<file path="src/rtl/core/otb_pkg.sv">
// Shared types and constants for the one-shot/periodic timer bank.
`default_nettype none
package otb_pkg;

  localparam int SLOTS_DEFAULT = 16;
  localparam int T_W           = 48;
  localparam int PER_W         = 32;
  localparam int SLOT_W        = 4;
  localparam int RAM_W         = 1 + PER_W + T_W;

  localparam logic [T_W-1:0] T48_MAX = {T_W{1'b1}};

  typedef enum logic [1:0] {
    KIND_ADDED = 2'd0,
    KIND_FULL  = 2'd1,
    KIND_FIRED = 2'd2
  } kind_t;

  typedef enum logic {
    ALU_ADD,
    ALU_LT
  } alu_op_t;

  typedef struct packed {
    alu_op_t        op;
    logic [T_W-1:0] a;
    logic [T_W-1:0] b;
  } alu_req_t;

  typedef enum logic [3:0] {
    ST_IDLE,
    ST_ADD_FIND,
    ST_ADD_SUM,
    ST_ADD_MIN,
    ST_TICK_CHK,
    ST_SCAN,
    ST_LOAD,
    ST_RELOAD,
    ST_MIN,
    ST_NEXT,
    ST_FLUSH
  } state_t;

endpackage
`default_nettype wire

</file>
<file path="src/rtl/core/otb_ram.sv">
// Generic single-write, single-read RAM with registered read data.
`default_nettype none
module otb_ram #(
  parameter int WIDTH = 8,
  parameter int DEPTH = 16,
  localparam int AW = (DEPTH > 1) ? $clog2(DEPTH) : 1
) (
  input  wire logic             clk,
  input  wire logic             we,
  input  wire logic [AW-1:0]    waddr,
  input  wire logic [WIDTH-1:0] wdata,
  input  wire logic             re,
  input  wire logic [AW-1:0]    raddr,
  output logic      [WIDTH-1:0] rdata
);

  logic [WIDTH-1:0] mem [DEPTH];

  always_ff @(posedge clk) begin
    if (we) begin
      mem[waddr] <= wdata;
    end
    if (re) begin
      rdata <= mem[raddr];
    end
  end

endmodule
`default_nettype wire

</file>
<file path="src/rtl/core/otb_alu.sv">
// Shared 48-bit adder: saturating add or less-than compare.
`default_nettype none
module otb_alu import otb_pkg::*; (
  input  wire alu_req_t        req,
  output logic     [T_W-1:0] res,
  output logic                 lt
);

  logic           sub;
  logic [T_W-1:0] b_op;
  logic [T_W:0]   sum;

  always_comb begin
    sub  = (req.op == ALU_LT);
    b_op = sub ? ~req.b : req.b;
    sum  = {1'b0, req.a} + {1'b0, b_op} + {{T_W{1'b0}}, sub};
    // a - b carries out exactly when a >= b
    lt   = sub & ~sum[T_W];
    res  = (!sub && sum[T_W]) ? T48_MAX : sum[T_W-1:0];
  end

endmodule
`default_nettype wire

</file>
<file path="src/rtl/core/oneshot_periodic_timer_bank_unit.sv">
// Timer bank top level: sequencer, slot state, shared adder and slot RAM.
// A bank of NUM_SLOTS millisecond timers. An add request arms the lowest free
// slot with deadline now_ms + period_ms (saturating at 2^48-1) and returns one
// result (added, or full when no slot is free). A tick request fires every armed
// slot whose deadline is at or before now_ms, in ascending slot order; one-shot
// slots are freed, periodic slots re-arm at now_ms + period. Ticks that arrive
// before the earliest deadline, or to an empty bank, return nothing. All work
// goes through one shared 48-bit adder/comparator and one slot RAM read port,
// one request at a time. An add scans upward for the lowest free slot, writes
// its deadline and updates the earliest deadline; a full bank returns full. A
// tick checks the earliest deadline, then reads each armed slot, frees or re-arms
// fired ones and keeps the next deadline; both can stall on the result side.
`default_nettype none
module oneshot_periodic_timer_bank_unit import otb_pkg::*; #(
  parameter int NUM_SLOTS = SLOTS_DEFAULT
) (
  input  wire logic              clk,
  input  wire logic              rst,
  input  wire logic              req_valid,
  output logic                   req_ready,
  input  wire logic              action,
  input  wire logic [T_W-1:0]    now_ms,
  input  wire logic              one_shot,
  input  wire logic [PER_W-1:0]  period_ms,
  output logic                   rsp_valid,
  input  wire logic              rsp_ready,
  output logic      [1:0]        kind,
  output logic      [SLOT_W-1:0] slot,
  output logic                   last
);

  localparam int SW = (NUM_SLOTS > 1) ? $clog2(NUM_SLOTS) : 1;
  localparam int CW = $clog2(NUM_SLOTS + 1);
  localparam logic [SW-1:0] LAST_IDX = SW'(NUM_SLOTS - 1);
  localparam logic [CW-1:0] FULL_CNT = CW'(NUM_SLOTS);

  state_t state, state_next;

  // latched request
  logic [T_W-1:0]    now_r;
  logic              oneshot_r;
  logic [PER_W-1:0]  period_r;

  logic [SW-1:0]        idx;
  logic [CW-1:0]        cnt;
  logic [NUM_SLOTS-1:0] slot_valid;
  logic [T_W-1:0]       earliest;
  logic [T_W-1:0]       next_min;
  logic [T_W-1:0]       cand;
  logic                 held_valid;
  logic [SW-1:0]        held_idx;

  kind_t             kind_r;
  logic [SLOT_W-1:0] slot_r;
  logic              last_r;

  // datapath
  alu_req_t       alu_req;
  logic [T_W-1:0] alu_res;
  logic           alu_lt;

  logic             ram_we, ram_re;
  logic [RAM_W-1:0] ram_wdata, ram_rdata;
  logic [T_W-1:0]   rd_dl;
  logic [PER_W-1:0] rd_period;
  logic             rd_oneshot;

  // control
  logic              accept, stall, full, fire, skip;
  logic              push, push_last;
  kind_t             push_kind;
  logic [SLOT_W-1:0] push_slot;
  logic              set_valid, clr_valid, cnt_inc, cnt_dec, idx_inc;
  logic              earliest_ld, min_ld, min_init, cand_ld, held_ld, held_clr;
  logic [T_W-1:0]    earliest_val, cand_val;

  function automatic state_t act_r_sel(input logic a);
    return a ? ST_TICK_CHK : ST_ADD_FIND;
  endfunction

  assign req_ready  = (state == ST_IDLE);
  assign accept     = req_valid & req_ready;
  assign stall      = rsp_valid & ~rsp_ready;
  assign full       = (cnt == FULL_CNT);
  assign rd_dl      = ram_rdata[T_W-1:0];
  assign rd_period  = ram_rdata[T_W +: PER_W];
  assign rd_oneshot = ram_rdata[RAM_W-1];
  assign fire       = ~alu_lt;
  assign skip       = (cnt == '0) | alu_lt;

  otb_alu u_alu (
    .req (alu_req),
    .res (alu_res),
    .lt  (alu_lt)
  );

  otb_ram #(
    .WIDTH (RAM_W),
    .DEPTH (NUM_SLOTS)
  ) u_ram (
    .clk   (clk),
    .we    (ram_we),
    .waddr (idx),
    .wdata (ram_wdata),
    .re    (ram_re),
    .raddr (idx),
    .rdata (ram_rdata)
  );

  // next state
  always_comb begin
    state_next = state;
    case (state)
      ST_IDLE: begin
        if (accept) begin
          state_next = act_r_sel(action);
        end
      end
      ST_ADD_FIND: begin
        if (full) begin
          if (!stall) state_next = ST_IDLE;
        end else if (!slot_valid[idx]) begin
          state_next = ST_ADD_SUM;
        end
      end
      ST_ADD_SUM:  state_next = ST_ADD_MIN;
      ST_ADD_MIN:  if (!stall) state_next = ST_IDLE;
      ST_TICK_CHK: state_next = skip ? ST_IDLE : ST_SCAN;
      ST_SCAN:     state_next = slot_valid[idx] ? ST_LOAD : ST_NEXT;
      ST_LOAD: begin
        if (!fire) begin
          state_next = ST_MIN;
        end else if (!(held_valid && stall)) begin
          state_next = rd_oneshot ? ST_NEXT : ST_RELOAD;
        end
      end
      ST_RELOAD:   state_next = ST_MIN;
      ST_MIN:      state_next = ST_NEXT;
      ST_NEXT:     state_next = (idx == LAST_IDX) ? ST_FLUSH : ST_SCAN;
      ST_FLUSH:    if (!(held_valid && stall)) state_next = ST_IDLE;
      default:     state_next = ST_IDLE;
    endcase
  end

  // outputs
  always_comb begin
    alu_req      = '{op: ALU_ADD, a: now_r, b: {{(T_W-PER_W){1'b0}}, period_r}};
    ram_we       = 1'b0;
    ram_re       = 1'b0;
    ram_wdata    = {oneshot_r, period_r, alu_res};
    push         = 1'b0;
    push_kind    = KIND_FIRED;
    push_slot    = SLOT_W'(held_idx);
    push_last    = 1'b0;
    set_valid    = 1'b0;
    clr_valid    = 1'b0;
    cnt_inc      = 1'b0;
    cnt_dec      = 1'b0;
    idx_inc      = 1'b0;
    earliest_ld  = 1'b0;
    earliest_val = next_min;
    min_ld       = 1'b0;
    min_init     = 1'b0;
    cand_ld      = 1'b0;
    cand_val     = alu_res;
    held_ld      = 1'b0;
    held_clr     = 1'b0;
    case (state)
      ST_ADD_FIND: begin
        if (full) begin
          if (!stall) begin
            push      = 1'b1;
            push_kind = KIND_FULL;
            push_slot = '0;
            push_last = 1'b1;
          end
        end else if (slot_valid[idx]) begin
          idx_inc = 1'b1;
        end
      end
      ST_ADD_SUM: begin
        ram_we  = 1'b1;
        cand_ld = 1'b1;
      end
      ST_ADD_MIN: begin
        alu_req = '{op: ALU_LT, a: cand, b: earliest};
        if (!stall) begin
          push         = 1'b1;
          push_kind    = KIND_ADDED;
          push_slot    = SLOT_W'(idx);
          push_last    = 1'b1;
          set_valid    = 1'b1;
          cnt_inc      = 1'b1;
          earliest_val = cand;
          earliest_ld  = (cnt == '0) | alu_lt;
        end
      end
      ST_TICK_CHK: begin
        alu_req = '{op: ALU_LT, a: now_r, b: earliest};
        if (!skip) begin
          min_init = 1'b1;
          held_clr = 1'b1;
        end
      end
      ST_SCAN: begin
        ram_re = slot_valid[idx];
      end
      ST_LOAD: begin
        alu_req = '{op: ALU_LT, a: now_r, b: rd_dl};
        if (!fire) begin
          cand_ld  = 1'b1;
          cand_val = rd_dl;
        end else if (!(held_valid && stall)) begin
          push      = held_valid;
          held_ld   = 1'b1;
          clr_valid = rd_oneshot;
          cnt_dec   = rd_oneshot;
        end
      end
      ST_RELOAD: begin
        alu_req   = '{op: ALU_ADD, a: now_r, b: {{(T_W-PER_W){1'b0}}, rd_period}};
        ram_we    = 1'b1;
        ram_wdata = {rd_oneshot, rd_period, alu_res};
        cand_ld   = 1'b1;
      end
      ST_MIN: begin
        alu_req = '{op: ALU_LT, a: cand, b: next_min};
        min_ld  = alu_lt;
      end
      ST_NEXT: begin
        idx_inc = (idx != LAST_IDX);
      end
      ST_FLUSH: begin
        earliest_ld = 1'b1;
        if (held_valid && !stall) begin
          push      = 1'b1;
          push_last = 1'b1;
          held_clr  = 1'b1;
        end
      end
      default: begin
      end
    endcase
  end

  // registers
  always_ff @(posedge clk) begin
    if (rst) begin
      state      <= ST_IDLE;
      cnt        <= '0;
      slot_valid <= '0;
      earliest   <= '0;
      held_valid <= 1'b0;
      rsp_valid  <= 1'b0;
    end else begin
      state     <= state_next;
      rsp_valid <= push | (rsp_valid & ~rsp_ready);
      if (set_valid) slot_valid[idx] <= 1'b1;
      if (clr_valid) slot_valid[idx] <= 1'b0;
      if (cnt_inc) begin
        cnt <= cnt + 1'b1;
      end else if (cnt_dec) begin
        cnt <= cnt - 1'b1;
      end
      if (earliest_ld) earliest <= earliest_val;
      if (held_ld) begin
        held_valid <= 1'b1;
      end else if (held_clr) begin
        held_valid <= 1'b0;
      end
    end
  end

  always_ff @(posedge clk) begin
    if (accept) begin
      now_r     <= now_ms;
      oneshot_r <= one_shot;
      period_r  <= period_ms;
      idx       <= '0;
    end else if (idx_inc) begin
      idx <= idx + 1'b1;
    end
    if (min_init) begin
      next_min <= T48_MAX;
    end else if (min_ld) begin
      next_min <= cand;
    end
    if (cand_ld) cand <= cand_val;
    if (held_ld) held_idx <= idx;
    if (push) begin
      kind_r <= push_kind;
      slot_r <= push_slot;
      last_r <= push_last;
    end
  end

  assign kind = kind_r;
  assign slot = slot_r;
  assign last = last_r;

`ifndef SYNTH
  a_cnt_matches_valid: assert property (@(posedge clk) disable iff (rst)
    cnt == $countones(slot_valid))
    else $error("slot count does not match valid bits");

  a_idle_no_held: assert property (@(posedge clk) disable iff (rst)
    (state == ST_IDLE) |-> !held_valid)
    else $error("fired result left pending at idle");

  a_add_increments: assert property (@(posedge clk) disable iff (rst)
    (state == ST_ADD_MIN && !stall) |=> (cnt == $past(cnt) + 1'b1))
    else $error("add did not claim a slot");
`endif

endmodule
`default_nettype wire
</file>
<file path="config.mk">
export PLATFORM = sky130hd
export DESIGN_NAME = oneshot_periodic_timer_bank_unit
export DESIGN_NICKNAME = d
export VERILOG_FILES = /design/src/rtl/core/otb_pkg.sv /design/src/rtl/core/otb_ram.sv /design/src/rtl/core/otb_alu.sv /design/src/rtl/core/oneshot_periodic_timer_bank_unit.sv
export SDC_FILE = /design/constraint.sdc
export NUM_CORES = 2
export LEC_CHECK = 0
export ABC_AREA = 1
export ABC_CLOCK_PERIOD_IN_PS = 9000
export BUFFER_PORTS_ARGS = -buffer_cell sky130_fd_sc_hd__clkbuf_2
export CAP_MARGIN = 20
export CORE_MARGIN = 4
export CORE_UTILIZATION = 33
export DETAILED_ROUTE_END_ITERATION = 8
export HOLD_SLACK_MARGIN = 0.1
export PLACE_DENSITY = 0.55
export SYNTH_ARGS = -nofsm -noshare
export SYNTH_HDL_FRONTEND = slang
export SYNTH_HIERARCHICAL = 1
export SYNTH_SLANG_ARGS = --single-unit
export TNS_END_PERCENT = 50
</file>
<file path="constraint.sdc">
create_clock -name clk -period 9 [get_ports clk]
set_clock_uncertainty 0.2 [all_clocks]
set_input_delay 2.25 -clock clk [delete_from_list [all_inputs] [get_ports clk]]
set_output_delay 2.25 -clock clk [all_outputs]
set_load 0.01 [all_outputs]
</file>
==> results by group <==
STA
  • Final count of negative-setup-slack endpoints: 0
  • Hold WS: 262.3 ps
  • Sum Neg Setup Slack: 0 ps
  • Transition time at the pin with the least slew margin: 1178 ps
  • Post-layout minimum cycle time: 6768 ps
  • Unrepaired setup endpoints after global routing: false
  • Fin. Hold Viols: 0
  • Fin crit share: 75.19%
  • Slew margin rel.: 21.46%
  • Highest achievable clock rate: 147.8 MHz
  • Count of pins over their slew limit: 0

Worst setup path
  • Standard cell with the maximum stage delay on the critical path: sky130_fd_sc_hd__nand3_4
  • Worst setup path class: register to register
  • Register-to-register setup slack: 2230 ps
  • Max incr delay on CP: 960 ps
  • Critical path's most frequent cell: sky130_fd_sc_hd__nand2_1
  • Cell family contributing the most delay on the critical path: simple AND/OR/NAND/NOR gates
  • Data arrival time at the worst-slack endpoint: 6800 ps
  • Kind of end point of the critical path: register
  • Critical path required time: 9030 ps
  • Sum of buffers and inverters on the critical path: 4
  • Type of origin of the critical path: register
  • Cells along the critical path: nand2_1 -> clkinv_1 -> nand2_1 -> inv_1 -> nor2_4 -> o21ai_4 -> buf_4 -> xor2_1 -> ha_1 -> nand2_2 -> nor2_4 -> inv_2 -> nor2_2 -> nand2_1 -> nand2_1 -> nand2_1 -> nand3_2 -> nor2_1 -> nand2_4 -> nand3_4
  • Worst reg2reg path depth: 20
  • Maximum fanout count along the critical path: 80
  • End of the worst register-to-register path: cand[18]$_DFFE_PP_
  • Launch point of the worst reg-to-reg path: state[0]$_SDFFE_PP0P_

Clocking
  • Clock tree from TritonCTS: yes
  • Resize count post-CTS: 0
  • Number of post-CTS setup repair buffers: 0
  • Clock latency on the worst-skew pair: 840 ps
  • H-tree depth: 4
  • Number of sinks handled by clock tree synthesis: 1644
  • Clock Root Buffer: sky130_fd_sc_hd__clkbuf_16
  • CTS hold repair buffers: 0
  • Clock transition at the registers of the reported paths: 60 ps
  • Clock buffers created by TritonCTS: 177
  • Bufs on Longest Clock Path: 3

Cells and area
  • Share of layout cells above drive strength 1: 7.087%
  • Net count reported at finish: 7961
  • Area added between synthesis and finish: 11.63%
  • Count of fill cells added during filler insertion: 22536
  • Final Non-Filler Cells: 10969
  • Post-route cell area: 84430 sq um

Floorplan
  • Boundary Pins: 95
  • Number of rows created at floorplan: 175
  • Die ar.: 236900 sq um
  • Horizontal die dimension: 486.7 um
  • Die Y: 486.7 um
  • Starting Density: 33.21%
  • Core Box Area: 227700 sq um

Routing
  • Vias per inst: 4.874
  • Count of routing violations after the opening detailed-route iteration: 5015
  • Wirelength, routed: 229800 um
  • First-pass iteration count of the detailed router: 9
  • Vias after detailed routing: 53465
  • Mean routed wirelength per cell: 20.95 um
  • DRC violation count after routing: 0
  • Number of nets with antenna violations after detailed routing: 0

Power
  • Design internal power: 14.65 mW
  • Total power consumption of the routed design: 20.55 mW
  • Share of power burned in registers: 48.4%
  • Total leakage power: 35.59 nW
  • Fraction of power consumed by the clock network: 34.4%
  • Proportion of power drawn by combinational gates: 17.2%
  • Switching Fraction: 28.71%
  • VDD IR-drop max: 0.1767 mV
  • Power per cell area: 243.4 nW/um^2
  • Power spent charging and discharging nets: 5.900 mW

Synth
  • Commonest cells post-synth: sky130_fd_sc_hd__nand2_1, sky130_fd_sc_hd__edfxtp_1, sky130_fd_sc_hd__inv_1, sky130_fd_sc_hd__nand3_1, sky130_fd_sc_hd__buf_2
  • Flip-flop cell with the highest count after synthesis: sky130_fd_sc_hd__edfxtp_1
  • Share of synthesized area occupied by flip-flops and latches: 63.59%
  • Yosys Warn Count: 6
  • Flip-flop and latch count after synthesis: 1644
  • Number of distinct library cell variants in the gate-level netlist after synthesis: 43
  • Asr flop ratio synth: 0%
  • Count of flip-flops with a built-in enable after synthesis: 1517
  • Biggest area consumer among synthesized cells: sky130_fd_sc_hd__edfxtp_1
  • Post-synthesis instance area: 75640 sq um
  • Main area contributors after synthesis: sky130_fd_sc_hd__edfxtp_1, sky130_fd_sc_hd__nand2_1, sky130_fd_sc_hd__nand3_1
  • Syn Area/Cell: 9.703 sq um
  • Net count after synthesis: 7940
  • Most repeated cell in the gate-level netlist after synthesis: sky130_fd_sc_hd__nand2_1
  • Top cell type's share of synthesized area: 60.23%
  • Number of standard cells after synthesis: 7795

Global route
  • Pin count of the biggest net entering global routing: 158
  • Number of antenna violations at the first check in global routing: 6
  • GRT Overall Usage: 19.02%
  • Global-route wire length before repair: 337600 um
  • Total congestion overflow: 0
  • Vias in the first global route: 50398

Job
  • Number of violations of the max-capacitance limit: 0

Placed design
  • Cell total after placement: 10644
  • Hpwl dp: 133800 um
  • Quantity of I/O buffers inserted on ports: 94
  • Post-place instance area: 78770 sq um
  • Gp weighted congestion: 0.9480

Hold path
  • Class of the tightest hold or removal check: register to register
  • WHS Path Cells: 2

Status
  • Result of the run: completed
-- cells by family after synthesis --
| family | share of synthesized area, % |
|---|---|
| buffers and inverters | 9.795 |
| flip-flops | 63.59 |
| AND/OR/NAND/NOR | 21.14 |
| multiplexers | 0.2531 |
| AO/OA/AOI/OAI | 3.358 |
| XOR/XNOR | 0.8685 |
| adder cells (fa/ha/maj) | 0.9959 |
-- how the worst max path moves through the flow --
stage	startpoint	end	slack (ps)	cells past startpoint
2_1_floorplan	req_valid	now_r[0]$_DFFE_PP_	2510	2
3_3_place_gp	state[0]$_SDFFE_PP0P_	cand[22]$_DFFE_PP_	2300	20
3_5_place_dp	state[0]$_SDFFE_PP0P_	cand[23]$_DFFE_PP_	2290	20
4_1_cts	state[0]$_SDFFE_PP0P_	cand[22]$_DFFE_PP_	2250	20
5_1_grt	state[0]$_SDFFE_PP0P_	cand[23]$_DFFE_PP_	1780	20
6_report	state[0]$_SDFFE_PP0P_	cand[18]$_DFFE_PP_	2230	20
-- worst register-to-register path: stages, from the launching register on --
cell                       delay, ps
sky130_fd_sc_hd__dfxtp_1         370
sky130_fd_sc_hd__nand2_1         110
sky130_fd_sc_hd__clkinv_1         90
sky130_fd_sc_hd__nand2_1         180
sky130_fd_sc_hd__inv_1           120
sky130_fd_sc_hd__nor2_4          800
sky130_fd_sc_hd__o21ai_4         470
sky130_fd_sc_hd__buf_4           430
sky130_fd_sc_hd__xor2_1          220
sky130_fd_sc_hd__ha_1            430
sky130_fd_sc_hd__nand2_2         140
sky130_fd_sc_hd__nor2_4          140
sky130_fd_sc_hd__inv_2            60
sky130_fd_sc_hd__nor2_2          100
sky130_fd_sc_hd__nand2_1          80
sky130_fd_sc_hd__nand2_1         150
sky130_fd_sc_hd__nand2_1          90
sky130_fd_sc_hd__nand3_2         100
sky130_fd_sc_hd__nor2_1          120
sky130_fd_sc_hd__nand2_4         710
sky130_fd_sc_hd__nand3_4         980
-- power groups by stage --
stage | sequential [mW] | clock (mW) | combinational [mW]
2_1_floorplan | 9.99 | 0 | 2.21
3_3_place_gp | 10.1 | 0 | 3.50
3_5_place_dp | 10.1 | 0 | 3.55
4_1_cts | 9.94 | 7.23 | 3.57
5_1_grt | 9.96 | 7.54 | 3.93
6_report | 9.94 | 7.07 | 3.53
-- flip-flops by register name, summed over array words and instances, names as in the netlist, named ones only --
signal / count
now_r: 48
state: 4
rsp_valid: 1
idx: 4
held_valid: 1
slot_valid: 15
u_ram/mem: 1296
u_ram/rdata: 81
held_idx: 4
earliest: 48
next_min: 48
last: 1
period_r: 32
slot: 4
kind: 2
cand: 48
cnt: 5
oneshot_r: 1
-- area by class of cell --
type	instances	area (sq um)	area share [%]
timing repair buffer	209	1406	1.666
multi-input combinational	4415	20330	24.07
clock buffer	236	4846	5.739
clock inverter	85	787.0	0.9321
antenna	2	5.005	0.005928
sequential	1644	48110	56.98
inverter	1369	5187	6.144
tap	3009	3765	4.459
-- cells in the final DEF, fill, tap and decap left out, drive strengths merged, types with 2 or more instances in the layout --
master,Yosys,routed
o221ai,7,7
mux2,17,17
nor4,2,2
diode,0,2
nand2,2557,2557
nand3,1066,1066
xor2,49,49
nand4,13,13
clkbuf,67,330
a21oi,74,74
clkinv,2,72
o211ai,87,87
fa,2,2
edfxtp,1517,1517
nor2,141,141
a31oi,66,66
ha,57,57
nand3b,10,10
or2,3,3
o21bai,10,10
bufinv,0,9
dfxtp,127,127
inv,1367,1373
nor3,38,38
buf,300,115
a22oi,2,2
o21ai,185,185
xnor2,26,26
-- stage by stage --
step	utilization, %	setup WS [ps]
2_1_floorplan	-	2515
3_3_place_gp	34.59	2299
3_5_place_dp	34.59	2291
4_1_cts	37.06	2253
5_1_grt	37.08	1780
6_report	37.08	2232
-- per-layer routing --
layer  wire, um  vias up  global-route usage, %
met5         29        -                      0
met4       6306        4                  5.588
met3      14350      330                  2.833
met2     107000     1806                  30.84
met1     102100    26001                  26.46
li1           -    25324                      -
Power figures use the tool's default switching activity.
